## config.mk

```make
export PLATFORM = sky130hd
export DESIGN_NAME = triple_range_frame_filter_vote_unit
export DESIGN_NICKNAME = d
export VERILOG_FILES = /design/src/rtl/trffv_pkg.sv /design/src/rtl/trffv_frame.sv /design/src/rtl/trffv_vote.sv /design/src/rtl/triple_range_frame_filter_vote_unit.sv
export SDC_FILE = /design/constraint.sdc
export NUM_CORES = 1
export LEC_CHECK = 0
export ABC_AREA = 1
export BUFFER_PORTS_ARGS = -buffer_cell sky130_fd_sc_hd__buf_2
export CELL_PAD_IN_SITES_DETAIL_PLACEMENT = 1
export CELL_PAD_IN_SITES_GLOBAL_PLACEMENT = 1
export CORE_MARGIN = 5
export CORE_UTILIZATION = 49
export CTS_BUF_LIST = sky130_fd_sc_hd__clkbuf_8
export CTS_CLUSTER_SIZE = 12
export DETAILED_ROUTE_END_ITERATION = 10
export PLACE_DENSITY = 0.8
export SYNTH_ARGS = -nofsm -noshare
export SYNTH_HDL_FRONTEND = slang
export SYNTH_SLANG_ARGS = --single-unit
```

## constraint.sdc

```tcl
create_clock -name clk -period 6.9 [get_ports clk]
set_clock_uncertainty 0.05 [all_clocks]
set_input_delay 0.69 -clock clk [delete_from_list [all_inputs] [get_ports clk]]
set_output_delay 0.69 -clock clk [all_outputs]
set_load 0.02 [all_outputs]
```

## src/rtl/trffv_pkg.sv

```systemverilog
// trffv_pkg: types and constants shared by the triple range frame filter and vote unit.
// Depends on nothing; used by trffv_frame, trffv_vote and the top level.

package trffv_pkg;

	localparam int FRAME_BYTES  = 9;
	localparam int SENSOR_COUNT = 3;
	localparam int DIST_W       = 16;

	localparam logic [3:0]        LAST_BYTE = 4'(FRAME_BYTES - 1);
	localparam logic [DIST_W-1:0] NONE_DIST = 16'hffff;

	typedef enum logic [1:0] {
		ACT_BYTE  = 2'd0,
		ACT_FAIL  = 2'd1,
		ACT_ROUND = 2'd2
	} action_t;

	typedef enum logic [2:0] {
		REG_HEADER    = 3'd0,
		REG_MIN_DIST  = 3'd1,
		REG_MAX_SPAN  = 3'd2,
		REG_HYST      = 3'd3,
		REG_MAX_JUMP  = 3'd4
	} reg_index_t;

	typedef struct packed {
		logic [1:0] action;
		logic [1:0] sensor;
		logic [7:0] data_byte;
	} item_t;

	typedef struct packed {
		logic [DIST_W-1:0] distance;
		logic              chosen;
	} result_t;

	// what the frame collector reports when the ninth byte lands
	typedef struct packed {
		logic              done;
		logic              hdr_ok;
		logic              sum_ok;
		logic [DIST_W-1:0] frame_dist;
	} frame_evt_t;

	typedef logic [SENSOR_COUNT-1:0][DIST_W-1:0] dist_vec_t;

endpackage

```

## src/rtl/trffv_frame.sv

```systemverilog
// trffv_frame: byte-wise collector for 9-byte range frames (header, sum, distance bytes).
// Depends on trffv_pkg.

module trffv_frame (
	input  logic                   clk,
	input  logic                   arst_n,
	input  logic                   step,
	input  trffv_pkg::item_t       item,
	input  logic [7:0]             header_byte,
	output trffv_pkg::frame_evt_t  evt
);

	logic [3:0] count_q;
	logic [7:0] sum_q;
	logic       hdr_good_q;
	logic [7:0] low_q;
	logic [7:0] high_q;

	logic is_byte;
	logic is_clear;
	logic is_last;

	assign is_byte  = item.action == trffv_pkg::ACT_BYTE;
	assign is_clear = item.action == trffv_pkg::ACT_FAIL || item.action == trffv_pkg::ACT_ROUND;
	assign is_last  = count_q == trffv_pkg::LAST_BYTE;

	always_comb begin
		evt.done       = step && is_byte && is_last;
		evt.hdr_ok     = hdr_good_q;
		evt.sum_ok     = item.data_byte == sum_q;
		evt.frame_dist = {high_q, low_q};
	end

	always_ff @(posedge clk or negedge arst_n) begin
		if (!arst_n) begin
			count_q    <= '0;
			sum_q      <= '0;
			hdr_good_q <= 1'b1;
			low_q      <= '0;
			high_q     <= '0;
		end else if (step) begin
			if ((is_byte && is_last) || is_clear) begin
				count_q    <= '0;
				sum_q      <= '0;
				hdr_good_q <= 1'b1;
				low_q      <= '0;
				high_q     <= '0;
			end else if (is_byte) begin
				if (count_q < 4'd2 && item.data_byte != header_byte)
					hdr_good_q <= 1'b0;
				if (count_q == 4'd2)
					low_q <= item.data_byte;
				if (count_q == 4'd3)
					high_q <= item.data_byte;
				sum_q   <= sum_q + item.data_byte;
				count_q <= count_q + 4'd1;
			end
		end
	end

endmodule

```

## src/rtl/trffv_vote.sv

```systemverilog
// trffv_vote: end-of-round vote over the three stored sensor distances.
// Depends on trffv_pkg.

module trffv_vote (
	input  trffv_pkg::dist_vec_t                sensor_dist,
	input  logic [trffv_pkg::SENSOR_COUNT-1:0]  updated,
	input  logic [trffv_pkg::DIST_W-1:0]        last_choice,
	input  logic [trffv_pkg::DIST_W-1:0]        max_jump,
	output trffv_pkg::result_t                  res
);

	logic [1:0]                  w;
	logic [trffv_pkg::DIST_W-1:0] dw;
	logic [trffv_pkg::DIST_W-1:0] diff;

	// last-updated sensor is the highest flagged index
	always_comb begin
		if (updated[2])
			w = 2'd2;
		else if (updated[1])
			w = 2'd1;
		else
			w = 2'd0;
	end

	assign dw   = sensor_dist[w];
	assign diff = (dw >= last_choice) ? dw - last_choice : last_choice - dw;

	always_comb begin
		res.distance = trffv_pkg::NONE_DIST;
		res.chosen   = 1'b0;
		if (|updated) begin
			if (sensor_dist[0] == sensor_dist[1] || sensor_dist[0] == sensor_dist[2]) begin
				res.distance = sensor_dist[0];
				res.chosen   = 1'b1;
			end else if (sensor_dist[1] == sensor_dist[2]) begin
				res.distance = sensor_dist[2];
				res.chosen   = 1'b1;
			end else if (diff > max_jump) begin
				res.distance = dw;
				res.chosen   = 1'b1;
			end
		end
	end

endmodule

```

## src/rtl/triple_range_frame_filter_vote_unit.sv

```systemverilog
// triple_range_frame_filter_vote_unit: top level, input stage, sensor table and result register.
// Depends on trffv_pkg, trffv_frame and trffv_vote.
//
//  channel | signals                          | beat
//  in      | in_valid, in_stall, in_data      | one item: action, sensor, data_byte
//  out     | out_valid, out_stall, out_data   | one result per end of round
//  cfg     | cfg_valid, cfg_ready, cfg_index,  | one register write
//          | cfg_data                         |
//
// an item is registered on acceptance and processed when it advances out of that register, so a
// result is registered when its end-of-round item advances; one item per cycle is sustained while in_stall is low.
// in_stall rises only while an end-of-round item waits behind a full, stalled result register.
// reset clears the frame collector, sensor table, last choice and config to defaults.
// cfg_ready is always high.

module triple_range_frame_filter_vote_unit (
	input  logic                          clk,
	input  logic                          arst_n,
	input  logic                          in_valid,
	output logic                          in_stall,
	input  trffv_pkg::item_t              in_data,
	output logic                          out_valid,
	input  logic                          out_stall,
	output trffv_pkg::result_t            out_data,
	input  logic                          cfg_valid,
	output logic                          cfg_ready,
	input  logic [2:0]                    cfg_index,
	input  logic [15:0]                   cfg_data
);

	localparam int DW = trffv_pkg::DIST_W;

	logic [7:0]    header_q;
	logic [DW-1:0] min_q;
	logic [DW-1:0] span_q;
	logic [DW-1:0] hyst_q;
	logic [DW-1:0] jump_q;

	logic                                valid_s1;
	trffv_pkg::item_t                    item_s1;
	trffv_pkg::dist_vec_t                dist_q;
	logic [trffv_pkg::SENSOR_COUNT-1:0]  upd_q;
	logic [DW-1:0]                       last_q;
	logic                                out_valid_q;
	trffv_pkg::result_t                  out_q;

	logic                  is_round;
	logic                  advance;
	logic                  accept;
	logic                  sensor_ok;
	logic [1:0]            sel;
	logic [DW-1:0]         old_dist;
	logic [DW-1:0]         nd;
	logic                  in_range;
	logic                  moved;
	logic                  take;
	trffv_pkg::frame_evt_t evt;
	trffv_pkg::result_t    vote_res;

	// config port
	assign cfg_ready = 1'b1;

	always_ff @(posedge clk or negedge arst_n) begin
		if (!arst_n) begin
			header_q <= 8'd89;
			min_q    <= 16'd0;
			span_q   <= 16'd1400;
			hyst_q   <= 16'd2;
			jump_q   <= 16'd10;
		end else if (cfg_valid && cfg_ready) begin
			unique case (cfg_index)
				trffv_pkg::REG_HEADER:   header_q <= cfg_data[7:0];
				trffv_pkg::REG_MIN_DIST: min_q    <= cfg_data;
				trffv_pkg::REG_MAX_SPAN: span_q   <= cfg_data;
				trffv_pkg::REG_HYST:     hyst_q   <= cfg_data;
				trffv_pkg::REG_MAX_JUMP: jump_q   <= cfg_data;
				default: ;
			endcase
		end
	end

	// input stage and flow control
	assign is_round = item_s1.action == trffv_pkg::ACT_ROUND;
	assign advance  = valid_s1 && !(is_round && out_valid_q && out_stall);
	assign in_stall = valid_s1 && !advance;
	assign accept   = in_valid && !in_stall;

	always_ff @(posedge clk or negedge arst_n) begin
		if (!arst_n)
			valid_s1 <= 1'b0;
		else if (accept)
			valid_s1 <= 1'b1;
		else if (advance)
			valid_s1 <= 1'b0;
	end

	always_ff @(posedge clk) begin
		if (accept)
			item_s1 <= in_data;
	end

	trffv_frame u_frame (
		.clk         (clk),
		.arst_n      (arst_n),
		.step        (advance),
		.item        (item_s1),
		.header_byte (header_q),
		.evt         (evt)
	);

	// sensor table update
	assign sensor_ok = item_s1.sensor < 2'(trffv_pkg::SENSOR_COUNT);
	assign sel       = item_s1.sensor;
	assign old_dist  = sensor_ok ? dist_q[sel] : '0;
	assign nd        = evt.frame_dist;
	assign in_range  = nd >= min_q && {1'b0, nd} <= {1'b0, min_q} + {1'b0, span_q};
	// hysteresis tested in 17 bits so neither side wraps
	assign moved     = ({1'b0, nd} >= {1'b0, old_dist} + {1'b0, hyst_q})
	                || ({1'b0, nd} + {1'b0, hyst_q} <= {1'b0, old_dist});
	assign take      = nd != old_dist && in_range && moved;

	always_ff @(posedge clk or negedge arst_n) begin
		if (!arst_n) begin
			dist_q <= '0;
			upd_q  <= '0;
		end else if (advance && sensor_ok) begin
			if (evt.done) begin
				if (!evt.hdr_ok) begin
					upd_q[sel] <= 1'b0;
				end else if (evt.sum_ok) begin
					upd_q[sel] <= take;
					if (take)
						dist_q[sel] <= nd;
				end
			end else if (item_s1.action == trffv_pkg::ACT_FAIL) begin
				upd_q[sel] <= 1'b0;
			end
		end
	end

	trffv_vote u_vote (
		.sensor_dist (dist_q),
		.updated     (upd_q),
		.last_choice (last_q),
		.max_jump    (jump_q),
		.res         (vote_res)
	);

	always_ff @(posedge clk or negedge arst_n) begin
		if (!arst_n)
			last_q <= '0;
		else if (advance && is_round && vote_res.chosen)
			last_q <= vote_res.distance;
	end

	// result register
	always_ff @(posedge clk or negedge arst_n) begin
		if (!arst_n)
			out_valid_q <= 1'b0;
		else if (advance && is_round)
			out_valid_q <= 1'b1;
		else if (!out_stall)
			out_valid_q <= 1'b0;
	end

	always_ff @(posedge clk) begin
		if (advance && is_round)
			out_q <= vote_res;
	end

	assign out_valid = out_valid_q;
	assign out_data  = out_q;

	// checks
	a_none_code: assert property (@(posedge clk) disable iff (!arst_n)
		out_valid && !out_data.chosen |-> out_data.distance == trffv_pkg::NONE_DIST)
		else $error("non-chosen result without none code");

	a_stall_cause: assert property (@(posedge clk) disable iff (!arst_n)
		in_stall |-> valid_s1 && is_round && out_valid_q && out_stall)
		else $error("input stalled without a blocked round result");

	a_last_choice: assert property (@(posedge clk) disable iff (!arst_n)
		advance && is_round && vote_res.chosen |=> last_q == $past(vote_res.distance))
		else $error("last choice not recorded");

	a_no_overwrite: assert property (@(posedge clk) disable iff (!arst_n)
		out_valid_q && out_stall |=> out_valid_q && $stable(out_q))
		else $error("stalled result register changed");

endmodule

```

==> metrics.txt, run 1 <==
worst r2r path cells=32; number of buffers created by CTS=17; post-CTS setup buffer count=0; fin cells=2497; Worst Setup End Kind=flop; Skew-Pair Late Insertion Delay=0.54 ns; largest net degree at the start of global routing=70; DRT Wirelength=52.4 mm; Final Cycle Share=91.3%; flop2flop setup slack=0.60 ns; cells after synthesis=2040; DIE HEIGHT=187 microns; metal2 WL=25.7 mm; layout cells sized above 1=7.23%; clock transition at the registers of the reported paths=0.13 ns; post-synth top area cell=dfrtp_1; routed metal-1 wirelength=22.6 mm; met3 routed WL=2.15 mm; antenna diode count=0; critical path depth=32; DRT iter0 DRCs=842; CTS H-tree depth=4; leak pwr=8.54 nW; Power Dens Cells=319 nW/um^2; Buffers & Inverters on Critical Path=7; Ys Warns=0; Initial DRT Pass Iterations=5; Synth Register Bits=199; max cap viols=0; Filler Cell Count=3986; most frequent cell after synthesis=nand2_1; Yosys cell types=53; Setup TNS=0 ns; RSZ-0062 raised after global routing=no; GR Overflow Total=0; die footprint=35000 sq um; Sink Count=199; DRC=0; Max FO, Critical Path=32; Vias=14300; top post-synthesis cells by count=nand2_1 (501), inv_1 (288), o21ai_0 (210); synth-to-layout area growth=7.24%; Final Hold Fails=0; Hold Path Class=primary input to asynchronous set/reset pin; CP Launch Type=flop; Vias per Instance=5.73; CP max-delay cell=dfrtp_1; Cells after DPL=2465; routability cong.=0.963; DP Wirelength=41.1 mm; vias in the first global route=15100; Worst EP arrival=6.69 ns; Max stage delay on crit path=0.53 ns; top routing layer used=met4; Critical Path RT=7.29 ns; port buffer count=54; crit-path leading delay family=simple AND/OR/NAND/NOR gates; die span in x=187 microns; most frequent cell on the critical path=nand2_1; Cell Area, Synth=15400 sq um; CTS tree=yes; Worst Max-Slew Pin Slew=1.12 ns; Final #Nets=2302; all-layer global routing usage=29.6%; hold-fix buffers at CTS=0; I/O pins=56; Worst slew margin=25.2%; Tmin final=6.30 ns; Peak VDD IR=0.000207 V; outcome=finished clean; post-synth top area share=25.4%; syn_area_per_cell=7.54 sq um; post-route ant nets=0; root buffer cell=clkbuf_8; Synth Flop Type=dfrtp_1; Max Buffers Root-to-Sink=2; syn nets=2254; Worst R2R Start=upd_q[2]; Fmax achieved=159 MHz; Area contributors post-synth=dfrtp_1 (25%), ha_1 (14%), nand2_1 (12%), inv_1 (7.0%), o21ai_0 (6.8%); row count=64; Initial Util=50.0%; Post-synth EDFFs=29; RR Endpoint=last_q[9]; first-pass GRT wire length=82.6 mm; register area share after synthesis=33.4%; type of the worst setup path=flop to flop; core area=30700 sq um; initial antenna violation count=0; per-cell routed wire length=21.0 microns; max-slew violations=0; Async SR Flop Fraction=85.4%; Final setup viols=0
[repair_timing]
| item | 4_1_cts | 5_1_grt |
|---|---|---|
| setup endpoints to repair | 0 | 2 |
| hold endpoints to repair | 0 | 0 |
| gates resized for setup | 0 | 2 |
[layer usage]
layer  up-vias  track usage [%]
li1       6787                -
met1      7088             37.2
met2       340             51.5
met3        87             4.20
met4         0             11.8
met5         -                0
[state kept, by name, indices dropped and copies added (netlist names), 2 cells and up]
name,count
upd_q,3
out_data,17
hyst_q,16
min_q,16
u_frame.sum_q,8
u_frame.count_q,4
sel,2
u_frame.low_q,8
jump_q,16
span_q,16
last_q,16
item_s1,10
header_q,8
dist_q,48
u_frame.high_q,8
[cells in the final DEF (no fill, tap or decap), types with 4 or more instances in the layout]
cell       Yosys  layout
fa_1           6       6
dfrtp_1      156     156
clkbuf_8       0      17
nor3_1        36      35
inv_8          0       4
o21bai_1      25      25
o2111ai_1      4       4
ha_1         172     172
xor2_1        51      51
nand3_1       74      74
o211ai_1       5       5
a31oi_1        5       5
nor2_1       109     109
nor2_4         5       5
a21o_1         4       4
nand4_1       23      23
o21a_1         5       5
a211oi_1       7       7
inv_1        288     288
inv_6          0       4
xnor2_1       50      50
buf_2          4      53
nand2_1      501     501
edfxtp_1      29      29
dfstp_2       14      14
buf_4          6      21
nand3_2        6       6
o21ai_0      210     210
o21ai_1       13      13
mux2_2         7       7
a21oi_1      148     147
[per-stage QoR]
step           area [sq um]  setup slack, ns  hold slack [ns]  total power, mW  util [%]
6_report              16500            0.603           0.0665             5.25      53.6
3_3_place_gp          16100            0.932            0.416             4.29      52.3
5_1_grt               16500           0.0431           0.0825             5.75      53.6
4_1_cts               16500            0.509           0.0727             5.26      53.6
2_1_floorplan         15400             2.04            0.344             3.61         -
3_5_place_dp          16100            0.597            0.425             4.45      52.3
[power breakdown]
group / leakage [nW] / switching [mW] / internal, mW
Combinational: 6.22 / 1.74 / 1.06
Sequential: 2.13 / 0.297 / 1.36
Clock: 0.195 / 0.517 / 0.272
Total: 8.54 / 2.56 / 2.69
[final cells by class]
cell class | instances | area [sq um] | area share, %
clock buffer | 17 | 234 | 1.42
clock inverter | 15 | 158 | 0.956
inverter | 292 | 1100 | 6.65
multi-input combinational | 1503 | 8930 | 54.2
sequential | 199 | 5140 | 31.2
tap | 396 | 495 | 3.00
timing repair buffer | 75 | 434 | 2.63
[how the worst max path moves through the flow]
stage	startpoint	slack (ns)	end
3_5_place_dp	upd_q[2]	0.60	last_q[9]
2_1_floorplan	upd_q[2]	2.04	out_data[15]
6_report	upd_q[2]	0.60	last_q[9]
3_3_place_gp	upd_q[2]	0.93	last_q[9]
5_1_grt	upd_q[2]	0.04	last_q[9]
4_1_cts	upd_q[2]	0.51	last_q[9]
[cells by family after synthesis]
| family | after synthesis | synth area share [%] |
|---|---|---|
| simple gates | 769 | 21.0 |
| compound gates | 444 | 15.7 |
| buf+inv | 338 | 8.58 |
| flops | 199 | 33.4 |
| fa+ha+maj | 178 | 14.8 |
| xor+xnor | 101 | 5.75 |
| mux | 10 | 0.708 |
| other cells | 1 | 0.0244 |
No activity file was read; power rests on OpenSTA's default activity.
==> run 2, diff against run 1 <==
--- a/config.mk
+++ b/config.mk
@@ -7,7 +7,7 @@
 export LEC_CHECK = 0
 export ABC_AREA = 1
 export BUFFER_PORTS_ARGS = -buffer_cell sky130_fd_sc_hd__buf_2
-export CELL_PAD_IN_SITES_DETAIL_PLACEMENT = 1
+export CELL_PAD_IN_SITES_DETAIL_PLACEMENT = 0
 export CELL_PAD_IN_SITES_GLOBAL_PLACEMENT = 1
 export CORE_MARGIN = 5
 export CORE_UTILIZATION = 49
==> run 2 against run 1 <==
  * Sequential power is essentially flat
  * Largest power group unchanged
  * Power shrank 1.8%
  * Highest routed layer unchanged
  * Critical path depth grew 2
  * Sequential share of layout area is essentially flat
  * Fmax grew 0.39%
  * Register-to-register slack gained 0.02 ns
  * Hold slack gained 0.0096 ns
  * Setup slack gained 0.025 ns
  * First-iteration DRC count grew 33%
  * Sequential cell count is the same
==> metrics.txt, run 2 (same netlist as run 1, synthesis figures left out) <==
DRT Wirelength=46.8 mm (was 52.4 mm); DP Worst Slack=0.826 ns (was 0.597 ns); Vias=13700 (was 14300); max cap viols=0 (unchanged); post-cts resize count=0 (unchanged); DRT iter0 DRCs=1120 (was 842); Final Cycle Share=90.9% (was 91.3%); initial antenna violation count=0 (unchanged); Hold Path Class=primary input to asynchronous set/reset pin (unchanged); Setup TNS=0 ns (unchanged); Worst Setup End Kind=flop (unchanged); RSZ-0062 raised after global routing=no (unchanged); max-slew violations=0 (unchanged); die span in x=187 microns (unchanged); root buffer cell=clkbuf_8 (unchanged); Skew-Pair Late Insertion Delay=0.51 ns (was 0.54 ns); Critical Path RT=7.26 ns (was 7.29 ns); Vias per Instance=5.48 (was 5.73); Tmin final=6.27 ns (was 6.30 ns); layout cells sized above 1=7.14% (was 7.23%); clock transition at the registers of the reported paths=0.12 ns (was 0.13 ns); flop2flop setup slack=0.63 ns (was 0.60 ns); hold-fix buffers at CTS=0 (unchanged); largest net degree at the start of global routing=70 (unchanged); Peak VDD IR=0.000205 V (was 0.000207 V); outcome=finished clean (unchanged); Cells after DPL=2465 (unchanged); worst r2r path cells=34 (was 32); synth-to-layout area growth=7.32% (was 7.24%); Reg area=5140 sq um (unchanged); post-route ant nets=0 (unchanged); Multi-input gate area=8920 sq um (was 8930 sq um); leak pwr=8.55 nW (was 8.54 nW); Power Dens Cells=313 nW/um^2 (was 319 nW/um^2); Setup WS post-layout=0.627 ns (was 0.603 ns); CTS tree=yes (unchanged); post-CTS setup buffer count=0 (unchanged); CP max-delay cell=a221oi_1 (was dfrtp_1); Max Buffers Root-to-Sink=2 (unchanged); port buffer count=54 (unchanged); vias in the first global route=13400 (was 15100); RR Endpoint=last_q[2] (was last_q[9]); Worst Max-Slew Pin Slew=1.12 ns (about the same); Worst slew margin=25.4% (was 25.2%); core area=30700 sq um (unchanged); Initial DRT Pass Iterations=5 (unchanged); CP Launch Type=flop (unchanged); max reg flops=48 (unchanged); Final #Nets=2302 (unchanged); DP Wirelength=36.6 mm (was 41.1 mm); Power Total=5.16 mW (was 5.25 mW); all-layer global routing usage=26.8% (was 29.6%); DRC=0 (unchanged); commonest non-fill, non-tap cell in the layout=nand2_1 (unchanged); Max FO, Critical Path=32 (unchanged); Fmax achieved=159 MHz (about the same); first-pass GRT wire length=74.7 mm (was 82.6 mm); CTS H-tree depth=4 (unchanged); fin cells=2497 (unchanged); DIE HEIGHT=187 microns (unchanged); most frequent cells in the layout=nand2_1 (501), inv_1 (288), o21ai_0 (210) (unchanged); per-cell routed wire length=18.8 microns (was 21.0 microns); Max stage delay on crit path=0.81 ns (was 0.53 ns); Reg with most FFs=dist_q (unchanged); number of buffers created by CTS=17 (unchanged); Worst R2R Start=upd_q[2] (unchanged); antenna diode count=0 (unchanged); Final setup viols=0 (unchanged); I/O pins=56 (unchanged); Filler Cell Count=3006 (was 3986); GR Overflow Total=0 (unchanged); most frequent cell on the critical path=nand2_1 (unchanged); row count=64 (unchanged); routability cong.=0.963 (unchanged); Initial Util=50.0% (unchanged); die footprint=35000 sq um (unchanged); type of the worst setup path=flop to flop (unchanged); Worst EP arrival=6.64 ns (was 6.69 ns); Final Hold Fails=0 (unchanged); Sink Count=199 (unchanged)
==> run 2: cell type report <==
cell class                      count  area share (%)
Sequential cell                   199            31.2
Clock buffer                       17            1.42
Timing Repair Buffer               75            2.63
Tap cell                          396            3.00
Inverter                          292            6.64
Clock inverter                     15            1.09
Multi-Input combinational cell   1503            54.1
==> run 2: per-stage QoR <==
step	hold WS (ns)	utilization (%)	cell area [sq um]
finish	0.0761	53.7	16500
global route	0.0912	53.7	16500
CTS	0.0901	53.7	16500
detailed placement	0.420	52.3	16100
global placement	0.416	52.3	16100
floorplan	0.344	-	15400
==> run 2: where the power goes <==
| part | total (mW) | switching [mW] | internal [mW] | leakage [nW] |
|---|---|---|---|---|
| clock network | 0.812 | 0.502 | 0.309 | 0.210 |
| logic | 2.70 | 1.65 | 1.05 | 6.21 |
| registers | 1.65 | 0.285 | 1.36 | 2.13 |
==> run 2: how the worst max path moves through the flow <==
stage                        end  cells after the start  slack, ns     start
floorplan           out_data[15]                     30       2.04  upd_q[2]
global placement       last_q[9]                     34       0.93  upd_q[2]
detailed placement     last_q[9]                     34       0.83  upd_q[2]
CTS                    last_q[2]                     34       0.75  upd_q[2]
global route           last_q[2]                     34       0.16  upd_q[2]
finish                 last_q[2]                     34       0.63  upd_q[2]
==> run 2: layer usage <==
metal  track usage [%]  vias up  part of all wire, %
li1                  -     6817                    -
met1              36.4     6444                   45
met2              44.7      337                   47
met3              3.53       83                  4.3
met4              8.33        0                  3.2
met5                 0        -                    0
==> run 2: worst max-delay path, delay by kind of cell, from the launching register on <==
kind | cells | cell delay [ns]
buffers and inverters | 8 | 1.30
xor gates and xnor gates | 1 | 0.19
and+or+nand+nor | 18 | 1.94
adders and majority gates | 2 | 0.74
DFF | 1 | 0.54
AOI/OAI and AO/OA | 5 | 1.38
